[src/hw/rtl/dram_refresh_scheduler_unit_macros.svh]
// Assertion macros for the refresh scheduler.
// Included by the RTL files that carry concurrent checks; depends on nothing.
`ifndef DRAM_REFRESH_SCHEDULER_UNIT_MACROS_SVH
`define DRAM_REFRESH_SCHEDULER_UNIT_MACROS_SVH

// Same-cycle implication check
`define DRSU_ASSERT_IMP(label, clk, rst, ante, cons, msg) \
  label: assert property (@(posedge clk) disable iff (rst) (ante) |-> (cons)) \
    else $error(msg);

// Next-cycle implication check
`define DRSU_ASSERT_NXT(label, clk, rst, ante, cons, msg) \
  label: assert property (@(posedge clk) disable iff (rst) (ante) |=> (cons)) \
    else $error(msg);

`endif

[src/hw/rtl/drs_pkg.sv]
// Shared types and constants of the refresh scheduler.
// Used by drs_front, drs_back, drs_outq and the top level; depends on nothing.
`default_nettype none

package drs_pkg;

  localparam int CYC_W          = 48;
  localparam int BANK_COUNT_DEF = 16;
  localparam int ROW_LIMIT      = 8192;

  localparam logic [3:0]  MAX_POSTPONES = 4'd8;
  localparam logic [15:0] BASE_RESET    = 16'd12480;

  // Temperature thresholds in sixteenths of a degree
  localparam logic signed [12:0] TEMP_NORM_LIMIT = 13'sd1360;
  localparam logic signed [12:0] TEMP_EXT_MAX    = 13'sd1520;

  // Reciprocal for a divide by ten of a 16-bit value
  localparam logic [16:0] WIN_MUL   = 17'd52429;
  localparam int          WIN_SHIFT = 19;

  // Operation codes
  localparam logic [2:0] OP_POLL     = 3'd0;
  localparam logic [2:0] OP_COMPLETE = 3'd1;
  localparam logic [2:0] OP_POSTPONE = 3'd2;
  localparam logic [2:0] OP_RETAIN   = 3'd3;
  localparam logic [2:0] OP_TEMP     = 3'd4;

  // Register indexes
  localparam logic [1:0] CFG_BASE = 2'd0;
  localparam logic [1:0] CFG_MODE = 2'd1;
  localparam logic [1:0] CFG_PROF = 2'd2;

  // Refresh modes
  localparam logic [2:0] MODE_ALL = 3'd0;
  localparam logic [2:0] MODE_FG1 = 3'd2;
  localparam logic [2:0] MODE_FG2 = 3'd3;
  localparam logic [2:0] MODE_FG4 = 3'd4;

  // Thermal ranges
  localparam logic [1:0] RANGE_NORMAL = 2'd0;
  localparam logic [1:0] RANGE_EXT    = 2'd1;
  localparam logic [1:0] RANGE_HOT    = 2'd2;

  typedef enum logic [2:0] {
    CMD_POLL, CMD_COMPLETE, CMD_POSTPONE, CMD_RETAIN, CMD_TEMP, CMD_NONE
  } cmd_t;

  typedef struct packed {
    cmd_t              cmd;
    logic [47:0]       cycle;
    logic [3:0]        bank;
    logic              all_banks;
    logic [12:0]       row;
    logic [47:0]       retention;
    logic signed [12:0] temperature;
  } item_t;

  typedef struct packed {
    logic        issued;
    logic        any_due;
    logic [3:0]  target_bank;
    logic        all_bank_cmd;
    logic [47:0] deadline;
    logic [7:0]  urgency;
    logic        postponed;
    logic [31:0] refresh_count;
    logic [31:0] postpone_total;
    logic [19:0] max_postpone_span;
  } result_t;

endpackage

`default_nettype wire

[src/hw/rtl/drs_outq.sv]
// Result queue: two entries between the engine and the result ports.
// Depends on drs_pkg.
`default_nettype none

module drs_outq import drs_pkg::*; (
  input  wire logic    clk,
  input  wire logic    rst,
  input  wire logic    res_push,
  input  result_t      res_item,
  output logic         res_full,
  output logic         empty,
  input  wire logic    pop,
  output result_t      head
);

  result_t    mem [2];
  logic       wr_ptr;
  logic       rd_ptr;
  logic [1:0] count;
  logic       do_pop;

  assign res_full = (count == 2'd2);
  assign empty    = (count == 2'd0);
  assign head     = mem[rd_ptr];
  assign do_pop   = pop && !empty;

  // Hold results
  always_ff @(posedge clk) begin
    if (res_push) begin
      mem[wr_ptr] <= res_item;
    end
  end

  // Advance pointers
  always_ff @(posedge clk) begin
    if (rst) begin
      wr_ptr <= 1'b0;
      rd_ptr <= 1'b0;
      count  <= 2'd0;
    end else begin
      if (res_push) wr_ptr <= !wr_ptr;
      if (do_pop)   rd_ptr <= !rd_ptr;
      count <= count + 2'(res_push) - 2'(do_pop);
    end
  end

endmodule

`default_nettype wire

[config.mk]
export PLATFORM = sky130hd
export DESIGN_NAME = drs_outq
export DESIGN_NICKNAME = d
export VERILOG_FILES = /design/src/hw/rtl/dram_refresh_scheduler_unit_macros.svh /design/src/hw/rtl/drs_pkg.sv /design/src/hw/rtl/drs_outq.sv
export SDC_FILE = /design/constraint.sdc
export NUM_CORES = 1
export LEC_CHECK = 0
export BUFFER_PORTS_ARGS = -buffer_cell sky130_fd_sc_hd__buf_2
export CAP_MARGIN = 15
export CELL_PAD_IN_SITES_DETAIL_PLACEMENT = 1
export CELL_PAD_IN_SITES_GLOBAL_PLACEMENT = 1
export CORE_MARGIN = 3
export CORE_UTILIZATION = 30
export DETAILED_ROUTE_END_ITERATION = 7
export GPL_TIMING_DRIVEN = 1
export PLACE_DENSITY = 0.62
export SLEW_MARGIN = 20
export SYNTH_ARGS = -nofsm -noshare
export SYNTH_HDL_FRONTEND = slang
export SYNTH_SLANG_ARGS = --single-unit
[constraint.sdc]
create_clock -name clk -period 14.85 [get_ports clk]
set_clock_uncertainty 0.1 [all_clocks]
set_input_delay 2.97 -clock clk [delete_from_list [all_inputs] [get_ports clk]]
set_output_delay 2.97 -clock clk [all_outputs]
set_load 0.01 [all_outputs]
After elaboration in Yosys (flattened, before gate mapping)
Memories as Yosys holds them, arrays and structs flattened. A register that Yosys moved wholly into a read port is not among the register bits.
Cells that the tools add are included.
{"block": "classes", "n_reduce_logical": 5, "multipliers": 0, "n_div": 0, "shift": 0, "n_lt_le_gt_ge": 0, "muxes": 4, "n_bitwise": 0, "addsub": 2, "n_eq_ne": 1}
{"op": "$mux W1", "count": 4}
{"op": "$logic_not A1 Y1", "count": 3}
{"op": "$add A2 B1 Y2", "count": 1}
{"op": "$eq A2 B2 Y1 const B", "count": 1}
{"op": "$logic_not A2 Y1", "count": 1}
{"op": "$sub A2 B1 Y2", "count": 1}
{"op": "$logic_and A1 B1 Y1", "count": 1}
{"block": "word_totals", "in_bits": 152, "romBits": 0, "out_inout_bits": 150, "latch_bits": 0, "regBits": 4, "memories": 1, "mem_bits_rw": 296}
{"memory": "mem", "words": 2, "word_bits": 148, "rd": 1, "rd_clocked_by_memory_dff": 1, "write_ports": 1, "line_no": "drs_outq.sv:16", "text": "result_t mem [2];"}

Logic depth before layout (Yosys ltp)
{"block": "logic_depth", "depth_word": 5, "ltp_mapped": 6, "depth_no_buf": 6}

Worst setup path after synthesis
OpenSTA, ideal clock, no wires.
{"block": "synth_timing", "path_kind": "in2reg", "from": "input res_push", "to": "memory mem[0][0] in the netlist's numbering (enable)", "cell_stages": 1, "setup_time_ns": 0.675, "t_required_ns": 14.075, "arrival_time_ns": 9.372, "setup_slack_ns": 4.702, "cell_sequence": "nor2b_1"}
{"block": "synth_via", "elab_chain_len": 2}
{"element": "start, declared", "line_no": "drs_outq.sv:8", "text": "input wire logic res_push,"}
{"element": "$mux W1", "line_no": "drs_outq.sv:29", "text": "if (res_push) begin"}
{"element": "$mux W1 (implied by the code)", "line_no": "drs_outq.sv:30", "text": "mem[wr_ptr] <= res_item;"}
{"element": "end, declared", "line_no": "drs_outq.sv:16"}
No other way between the ends.

==> reports/results.ini <==
[sta]
relSlewSlack = 0.341
layout_min_cycle_time_ns = 5.64
tightest_slew_ns = 0.989
setup_viol = 0
whs_ns = 0.490
fmax_mhz = 177
slew_viol_final = 0
post-route-period-util = 0.380
rsz0062_at_grt = false
tns_ns = 0
hold_viol_final = 0

[setup_path]
crit_chain = buf_4, mux2_2, buf_2
required_ns = 11.78
crit_buf_inv = 2
end_kind = output port
crit_path_max_fanout = 60
cp-start-kind = register
critPathKind = reg -> out
cpMaxStageDelayCell = buf_4
cpPeakStageDelay_ns = 0.73
cp_top_family = buffers and inverters
arrival_ns = 2.57

[pwr]
p_int_uw = 1670
power.share.clock = 0.364
combPwrFrac = 0.174
total_power_uw = 2210
sw_frac_of_total = 0.243
max-vdd-ir-drop_mv = 0.0949
powerDensity_nw_per_um2 = 158
p_leak_uw = 0.00518
switchingPower_uw = 536
p_seq_frac = 0.462

[floorplanning]
initial_core_util = 0.307
core-area_um2 = 35700
die_w_um = 197
die_h_um = 197
dieArea_um2 = 38800
std_cell_rows = 69
io_pins = 302

[drt]
vias_per_cell = 4.33
drtIter0Drc = 207
ant_nets = 0
dr.pass1.iters = 7
drc = 0
wl_um = 24200
vias = 5619
wl_per_cell_um = 18.6

[synth]
synth_commonest_cells = 296 x edfxtp_1, 150 x mux2_2, 12 x buf_6
avgSynthCellArea_um2 = 22.7
synth_seq_cells = 301
yosysSeqAreaShare = 0.820
synth_ff_type = edfxtp_1
syn-num-nets = 637
ys_warn_count = 0
yosys.cell_count.top_type = edfxtp_1
synth_area_um2 = 11000
ys_types = 14
yosys.area.top_type = edfxtp_1
synthCells = 483
synth_edf_count = 296
async_flop_share = 0
synth_top_area_share = 0.811
synth_area_leaders = edfxtp_1 81%, mux2_2 15%, buf_6 1.2%

[cts]
clkTransAtPathRegs_ns = 0.06
htreeDepth = 2
insertion_delay_ns = 0.51
cts_made_buffers = 34
postCtsHoldBufs = 0
cts_root_buf = clkbuf_16
cts_buffer_depth = 3
cts_resized = 0
post_cts_buffers = 0
cts_tree = built
clkSinkCount = 301

[placed_design]
dp_hpwl_um = 16200
dp_cells = 1236
gp_congestion = 0.679
place.port_buffers = 301

[grt]
grt_remaining_overflow = 0
grt_max_degree = 69
grt_usage = 0.121
grt_pass1_wl_um = 35800
grt_pass1_vias = 6201
grt_antenna_before_repair = 2

[finish]
final_nets = 965
fin_cells = 1297
drive_above_1_share = 0.602
syn2layout_area_growth_pct = 27.9

[outcome]
status = completed

[hold_path]
hp-class = reg -> reg

[job]
cap_violations = 0

-- tightest hold or removal path: stages, from the launching register on --
cell	delay, ns
dfxtp_1	0.35
xnor2_1	0.16
nor2_1	0.04
-- area by class of cell --
class,instances,area (µm²)
Timing Repair Buffer,308,1560
Fill cell,3621,21700
Antenna cell,1,2.50
Clock inverter,9,90.1
Sequential cell,301,8990
Clock buffer,51,978
Tap cell,461,577
Multi-Input combinational cell,164,1810
Inverter,2,7.51
-- state kept, by name, summed over array words and instances (netlist names), named ones only --
signal	flops
count	2
rd_ptr	1
wr_ptr	1
mem	296
-- power by group through the flow --
stage,logic [µW],registers (µW),clock network (µW)
final,384,1020,804
after global routing,417,1030,872
after detailed placement,393,1040,0
after floorplan,261,1030,0
after global placement,391,1040,0
after CTS,396,1020,839
-- cell usage in the layout (no fill, tap or decap) --
master       n
clkinv_2     3
dfxtp_1      4
xnor3_1      1
buf_4        7
edfxtp_1   296
dfxtp_4      1
clkbuf_16   37
bufinv_16    2
diode_2      1
nor2b_4      1
clkbuf_1    14
xnor2_1      1
ha_1         2
mux2_2     150
nor2_1       4
clkinv_1     4
o21a_1       1
and2_4       1
inv_1        2
nor2b_1      3
buf_2      301
-- per-layer routing --
| metal | GRT usage | vias up | part of all wire |
|---|---|---|---|
| met5 | 0 | - | 0.00054 |
| met2 | 0.207 | 197 | 0.50 |
| li1 | - | 2590 | - |
| met3 | 0.0450 | 46 | 0.081 |
| met1 | 0.137 | 2784 | 0.39 |
| met4 | 0.0517 | 2 | 0.029 |
-- cell families (layout without fill, tap and decap cells) --
logic type / count (synthesis) / after routing / share of synthesized area
flip-flops: 301 / 301 / 0.820
adder cells (fa/ha/maj): 2 / 2 / 0.00228
multiplexers: 150 / 150 / 0.154
XOR/XNOR: 2 / 2 / 0.00286
AO/OA/AOI/OAI: 1 / 1 / 0.000685
buffers and inverters: 18 / 370 / 0.0153
other: 0 / 1 / 0
AND/OR/NAND/NOR: 9 / 9 / 0.00423
-- metrics by stage --
step / utilization / instance area [µm²] / setup slack, ns
2_1_floorplan: - / 11000 / 4.70
3_3_place_gp: 0.362 / 12900 / 9.41
3_5_place_dp: 0.362 / 12900 / 9.38
4_1_cts: 0.392 / 14000 / 9.11
5_1_grt: 0.392 / 14000 / 9.06
6_report: 0.392 / 14000 / 9.21
-- path summary, 6_finish.rpt --
path,from,endpoint,slack [ns],depth (start not counted)
setup reg to reg,wr_ptr$_SDFFE_PP0P_,mem[0][99]$_DFFE_PP_,12.31,3
hold reg to reg,wr_ptr$_SDFFE_PP0P_,wr_ptr$_SDFFE_PP0P_,0.49,2
setup / recovery,register,head[139],9.21,3
hold / removal,wr_ptr$_SDFFE_PP0P_,wr_ptr$_SDFFE_PP0P_,0.49,2
(Power assumes the default switching activity.)
