===== src/hw/rtl/dram_refresh_scheduler_unit_macros.svh =====
// Assertion macros for the refresh scheduler.
// Included by the RTL files that carry concurrent checks; depends on nothing.
`ifndef DRAM_REFRESH_SCHEDULER_UNIT_MACROS_SVH
`define DRAM_REFRESH_SCHEDULER_UNIT_MACROS_SVH

// Same-cycle implication check
`define DRSU_ASSERT_IMP(label, clk, rst, ante, cons, msg) \
  label: assert property (@(posedge clk) disable iff (rst) (ante) |-> (cons)) \
    else $error(msg);

// Next-cycle implication check
`define DRSU_ASSERT_NXT(label, clk, rst, ante, cons, msg) \
  label: assert property (@(posedge clk) disable iff (rst) (ante) |=> (cons)) \
    else $error(msg);

`endif


===== src/hw/rtl/drs_pkg.sv =====
// Shared types and constants of the refresh scheduler.
// Used by drs_front, drs_back, drs_outq and the top level; depends on nothing.
`default_nettype none

package drs_pkg;

  localparam int CYC_W          = 48;
  localparam int BANK_COUNT_DEF = 16;
  localparam int ROW_LIMIT      = 8192;

  localparam logic [3:0]  MAX_POSTPONES = 4'd8;
  localparam logic [15:0] BASE_RESET    = 16'd12480;

  // Temperature thresholds in sixteenths of a degree
  localparam logic signed [12:0] TEMP_NORM_LIMIT = 13'sd1360;
  localparam logic signed [12:0] TEMP_EXT_MAX    = 13'sd1520;

  // Reciprocal for a divide by ten of a 16-bit value
  localparam logic [16:0] WIN_MUL   = 17'd52429;
  localparam int          WIN_SHIFT = 19;

  // Operation codes
  localparam logic [2:0] OP_POLL     = 3'd0;
  localparam logic [2:0] OP_COMPLETE = 3'd1;
  localparam logic [2:0] OP_POSTPONE = 3'd2;
  localparam logic [2:0] OP_RETAIN   = 3'd3;
  localparam logic [2:0] OP_TEMP     = 3'd4;

  // Register indexes
  localparam logic [1:0] CFG_BASE = 2'd0;
  localparam logic [1:0] CFG_MODE = 2'd1;
  localparam logic [1:0] CFG_PROF = 2'd2;

  // Refresh modes
  localparam logic [2:0] MODE_ALL = 3'd0;
  localparam logic [2:0] MODE_FG1 = 3'd2;
  localparam logic [2:0] MODE_FG2 = 3'd3;
  localparam logic [2:0] MODE_FG4 = 3'd4;

  // Thermal ranges
  localparam logic [1:0] RANGE_NORMAL = 2'd0;
  localparam logic [1:0] RANGE_EXT    = 2'd1;
  localparam logic [1:0] RANGE_HOT    = 2'd2;

  typedef enum logic [2:0] {
    CMD_POLL, CMD_COMPLETE, CMD_POSTPONE, CMD_RETAIN, CMD_TEMP, CMD_NONE
  } cmd_t;

  typedef struct packed {
    cmd_t              cmd;
    logic [47:0]       cycle;
    logic [3:0]        bank;
    logic              all_banks;
    logic [12:0]       row;
    logic [47:0]       retention;
    logic signed [12:0] temperature;
  } item_t;

  typedef struct packed {
    logic        issued;
    logic        any_due;
    logic [3:0]  target_bank;
    logic        all_bank_cmd;
    logic [47:0] deadline;
    logic [7:0]  urgency;
    logic        postponed;
    logic [31:0] refresh_count;
    logic [31:0] postpone_total;
    logic [19:0] max_postpone_span;
  } result_t;

endpackage

`default_nettype wire


===== src/hw/rtl/drs_front.sv =====
// Front end: two-entry request queue that decodes the operation code.
// Depends on drs_pkg.
`default_nettype none

module drs_front import drs_pkg::*; (
  input  wire logic               clk,
  input  wire logic               rst,
  input  wire logic               push,
  output logic                    full,
  input  wire logic [2:0]         operation,
  input  wire logic [47:0]        cycle,
  input  wire logic [3:0]         bank,
  input  wire logic               all_banks,
  input  wire logic [12:0]        row,
  input  wire logic [47:0]        retention,
  input  wire logic signed [12:0] temperature,
  output logic                    cmd_valid,
  output item_t                   cmd_item,
  input  wire logic               cmd_pop
);

  item_t      mem [2];
  logic       wr_ptr;
  logic       rd_ptr;
  logic [1:0] count;
  item_t      dec;
  logic       do_push;
  logic       do_pop;

  // Classify the request
  always_comb begin
    dec.cycle       = cycle;
    dec.bank        = bank;
    dec.all_banks   = all_banks;
    dec.row         = row;
    dec.retention   = retention;
    dec.temperature = temperature;
    case (operation)
      OP_POLL:     dec.cmd = CMD_POLL;
      OP_COMPLETE: dec.cmd = CMD_COMPLETE;
      OP_POSTPONE: dec.cmd = CMD_POSTPONE;
      OP_RETAIN:   dec.cmd = CMD_RETAIN;
      OP_TEMP:     dec.cmd = CMD_TEMP;
      default:     dec.cmd = CMD_NONE;
    endcase
  end

  assign full      = (count == 2'd2);
  assign cmd_valid = (count != 2'd0);
  assign cmd_item  = mem[rd_ptr];
  assign do_push   = push && !full;
  assign do_pop    = cmd_pop && cmd_valid;

  // Hold decoded requests
  always_ff @(posedge clk) begin
    if (do_push) begin
      mem[wr_ptr] <= dec;
    end
  end

  // Advance pointers
  always_ff @(posedge clk) begin
    if (rst) begin
      wr_ptr <= 1'b0;
      rd_ptr <= 1'b0;
      count  <= 2'd0;
    end else begin
      if (do_push) wr_ptr <= !wr_ptr;
      if (do_pop)  rd_ptr <= !rd_ptr;
      count <= count + 2'(do_push) - 2'(do_pop);
    end
  end

endmodule

`default_nettype wire


===== config.mk =====
export PLATFORM = sky130hd
export DESIGN_NAME = drs_front
export DESIGN_NICKNAME = d
export VERILOG_FILES = /design/src/hw/rtl/dram_refresh_scheduler_unit_macros.svh /design/src/hw/rtl/drs_pkg.sv /design/src/hw/rtl/drs_front.sv
export SDC_FILE = /design/constraint.sdc
export NUM_CORES = 1
export LEC_CHECK = 0
export BUFFER_PORTS_ARGS = -buffer_cell sky130_fd_sc_hd__buf_2
export CAP_MARGIN = 20
export CORE_ASPECT_RATIO = 0.75
export CORE_MARGIN = 2
export CORE_UTILIZATION = 52
export CTS_BUF_LIST = sky130_fd_sc_hd__clkbuf_8 sky130_fd_sc_hd__clkbuf_16
export CTS_CLUSTER_DIAMETER = 60
export CTS_CLUSTER_SIZE = 30
export DETAILED_ROUTE_END_ITERATION = 8
export GPL_TIMING_DRIVEN = 1
export PLACE_DENSITY = 0.89
export RECOVER_POWER = 50
export REMOVE_ABC_BUFFERS = 1
export SETUP_SLACK_MARGIN = 0.1
export SYNTH_ARGS = -nofsm -noshare
export SYNTH_HDL_FRONTEND = slang
export SYNTH_SLANG_ARGS = --single-unit
export TNS_END_PERCENT = 30

===== constraint.sdc =====
create_clock -name clk -period 5.19 [get_ports clk]
set_clock_uncertainty 0.2 [all_clocks]
set_input_delay 1.038 -clock clk [delete_from_list [all_inputs] [get_ports clk]]
set_output_delay 1.038 -clock clk [all_outputs]
set_load 0.01 [all_outputs]

Word level (Yosys, flattened, before mapping)
Memory sizes are Yosys's and may differ from the RTL's. A register that Yosys moved wholly into a read port is not among the register bits. Index checks and enable logic that the tools add are counted.

Flip-flop bits (word level): 4. Memory bits (writable): 260. Input bits: 134. Output and inout port bits: 132. Logic and storage cells: 23. Memories kept: 1.

Add/sub/neg operators: 2. Equal/unequal tests: 5. Multiplexer cells: 5. Reduce and logical (&&, ||, !) cells: 7.

Memories: mem (depth 2, bits a word 130, rd ports 1, clocked after Yosys merged registers in 1, write ports 1, RTL line drs_front.sv:22) `item_t mem [2];`.

Operators by type and width (number): 3-bit case mux with 5 select lines (1); 3-bit by 2-bit == test with 1-bit output (second input constant) (2); 1-bit two-way mux (4); 3-bit by 1-bit == test with 1-bit output (second input constant) (1); 3-bit == test (second input constant) (1); 1-bit logical NOT (3); 3-bit logical NOT (1); 2-bit by 1-bit adder with 2-bit output (1); 2-bit == test (second input constant) (1); 1-bit logical AND (2); 2-bit nonzero test (1); 2-bit by 1-bit subtractor with 2-bit output (1).

Depth between registers and ports, before layout
Depth in word-level cells: 5. Mapped depth: 8. Gate-level depth less buffers: 8.

Least setup slack after synthesis
OpenSTA, ideal clock, no wires.

Kind: input port to flip-flop. Start: input push. End: memory mem[1][0] in the netlist's numbering, enable pin. Library setup time: 0.505 ns. Arrival time: 4.080 ns. Data required time: 4.485 ns. Setup slack: 0.405 ns. Stages on the path: 1. Buffers on the path: 0. Path through: and3_1.

Cells in the longest elaborated chain, start to end: 3.

Ends and longest elaborated chain: start: declaration (RTL line drs_front.sv:8) `input wire logic push,`; 1-bit logical AND (RTL line drs_front.sv:51) `assign do_push = push && !full;`; 1-bit two-way mux (RTL line drs_front.sv:56) `if (do_push) begin`; 1-bit two-way mux (not written as such) (RTL line drs_front.sv:57) `mem[wr_ptr] <= dec;`; end: declaration (RTL line drs_front.sv:22).

Every way passes these cells.

Worst setup path in the final report
Start: input push. End: memory mem[1][99] in the netlist's numbering, enable pin.

Same word-level chain as after synthesis.

==> out/qor.csv <==
stage,metric,value,unit
run_status,outcome,"finished, violations left",
run_status,failed_checks,"max-capacitance violations, max-slew violations",
floorplanning,fp-row-count,43,
synth,ys.flop_type,edfxtp_1,
critical_path,end_kind,flip-flop,
hold_path,holdPathStages,2,
sta,slew-limit-headroom,-0.116,
detailed_routing,via_per_inst,5.12,
hold_path,whs_endpoint,wr_ptr,
finish,area_growth,19.4,%
power_and_ir_drop,powerDensity,471,nW/um2
synth,yosysMostFrequentCell,edfxtp_1,
critical_path,required,5060,ps
critical_path,rr_startpoint,count[0],
detailed_routing,wl_per_cell,18.2,um
power_and_ir_drop,ir_drop,0.521,mV
floorplanning,dieArea,19700,um2
detailed_routing,drtIter0Drc,402,
synth,syn_inst,434,
critical_path,rr_worst_depth,3,
synth,synth.top_cell.area_share,0.808,
clock_network,cts_num_sinks,265,
sta,setup_ws,1590,ps
sta,fin_crit,3600,ps
synth,ys_warn_count,0,
critical_path,start_kind,primary input,
placement,dp_hpwl,12000,um
clock_network,htree_levels,1,
clock_network,clk_pin_slew,100,ps
synth,yosysUniqueCellTypes,24,
clock_network,cts-resized-gates,0,
sta,max_freq,278,MHz
finish,postLayoutCellArea,11500,um2
detailed_routing,drc,0,
synth,synthTopCellsByCount,"edfxtp_1, mux2_2, buf_6, dfxtp_1, inv_1",
floorplanning,die_w,161,um
sta,final_max_slew_viol_count,65,
detailed_routing,wl,17300,um
hold_path,hp-class,reg -> reg,
finish,multi_input_area,1600,um2
finish,stdcell_count,955,
global_route,grt_pass1_wl,25700,um
placement,gp_congestion,0.782,
placement,dp_cells,936,
sta,setup_tns,0,ps
sta,worstMarginPinSlew,1670,ps
floorplanning,ioPinCount,266,
hold_path,min_from,wr_ptr,
critical_path,arrival,3470,ps
floorplanning,core_area,18300,um2
synth,yosysSeqAreaShare,0.819,
global_route,grt_max_degree,68,
synth,yosysTopAreaCell,edfxtp_1,
sta,rsz0062_at_grt,false,
sta,setup_viol,0,
clock_network,cts_tree,yes,
critical_path,path_max_fanout,64,
detailed_routing,firstDrtPassIters,4,
detailed_routing,ant_nets,0,
finish,num-nets-final,840,
critical_path,worstSetupPathType,in -> reg,
synth,ys_ff_latch,265,
placement,dp_slack,1950,ps
power_and_ir_drop,leakage,4.11,nW
floorplanning,start_util,0.526,
flow_run,max_cap_violations,1,
sta,finalHoldViolCount,0,
global_route,grt.total_usage,0.170,
global_route,grt.overflow.total,0,
placement,io_buffers,265,
synth,avgSynthCellArea,22.3,um2
critical_path,regToRegEndpoint,mem[1][99],
clock_network,numCtsBuffers,13,
critical_path,rrSetupSlack,1760,ps
clock_network,cts-root-buf,clkbuf_16,
finish,fillers,1307,
synth,synth-async-reset-ratio,0,
clock_network,cts_buffer_depth,3,
clock_network,cts.hold.buffers_added,0,
finish,regArea,7910,um2
clock_network,post_cts_buffers,0,
finish,drive_gt1_frac,0.496,
synth,yosys-top-cells-area,"edfxtp_1, mux2_2, buf_6",
power_and_ir_drop,p_total,5.43,mW
global_route,antenna_found_initial,1,
global_route,first_global_vias,4878,
placement,placed_area,11200,um2
floorplanning,die_y,122,um
detailed_routing,via_count,4893,
synth,synth_area,9660,um2
sta,final.period_utilization,0.694,
clock_network,clk_latency,460,ps
synth,synth_edf_count,260,
## layer usage
metal	vias up	global-route usage	wire, um
met5	-	0	0
met4	0	0.0346	285
met2	221	0.287	8400
li1	2240	-	-
met1	2410	0.213	6760
met3	22	0.0657	1900
## how the worst max path moves through the flow
stage | from | slack [ps] | end
after global placement | push | 1950 | mem[0][108]
after global routing | push | 1360 | mem[1][97]
after floorplan | flip-flop | 260 | cmd_item[0]
after CTS | flip-flop | 1610 | cmd_item[115]
final | push | 1590 | mem[1][99]
after detailed placement | push | 1950 | mem[0][122]
## where the power goes
group | internal (mW) | switching [mW] | total (mW)
clock network | 0.521 | 0.603 | 1.12
registers | 2.73 | 0.128 | 2.85
logic | 0.685 | 0.764 | 1.45
## cells by family after synthesis
logic type | Yosys count | share of synthesized area
muxes | 130 | 0.152
and+or+nand+nor | 12 | 0.00687
adders and majority gates | 2 | 0.00259
buffers and inverters | 19 | 0.0159
AOI/OAI and AO/OA | 4 | 0.00259
DFF | 265 | 0.819
xor gates and xnor gates | 2 | 0.00181
## critical path: stages
cell and delay, ps:
clkbuf_1 110, and3_1 910, clkbuf_2 1340
## registers in the layout (all words and copies together), names as in the netlist, named ones only
name    count
count       2
mem       260
rd_ptr      1
wr_ptr      1
## stage by stage
step | util | hold WS, ps
CTS | 0.634 | 313
global route | 0.628 | 368
detailed placement | 0.613 | 297
floorplan | - | 252
global placement | 0.613 | 281
finish | 0.629 | 313
## layout make-up
| type | instances | share of cell area |
|---|---|---|
| repair buffers | 270 | 0.113 |
| clock buffers | 13 | 0.0282 |
| inverters | 4 | 0.00152 |
| clock inverters | 5 | 0.00608 |
| multi-input cells | 150 | 0.139 |
| well taps | 247 | 0.0268 |
| flip-flops and latches | 265 | 0.686 |
| diodes | 1 | 0.000217 |
## cell usage in the layout, fill, tap and decap left out, types with 2 or more instances in the layout
cell,instances
buf_4,2
clkbuf_1,69
edfxtp_1,260
ha_1,2
nor2_1,3
buf_12,2
clkbuf_16,13
dfxtp_1,4
inv_1,3
nor2b_1,2
buf_2,195
mux2_2,130
Note: power is estimated with default switching activity, not from simulation.
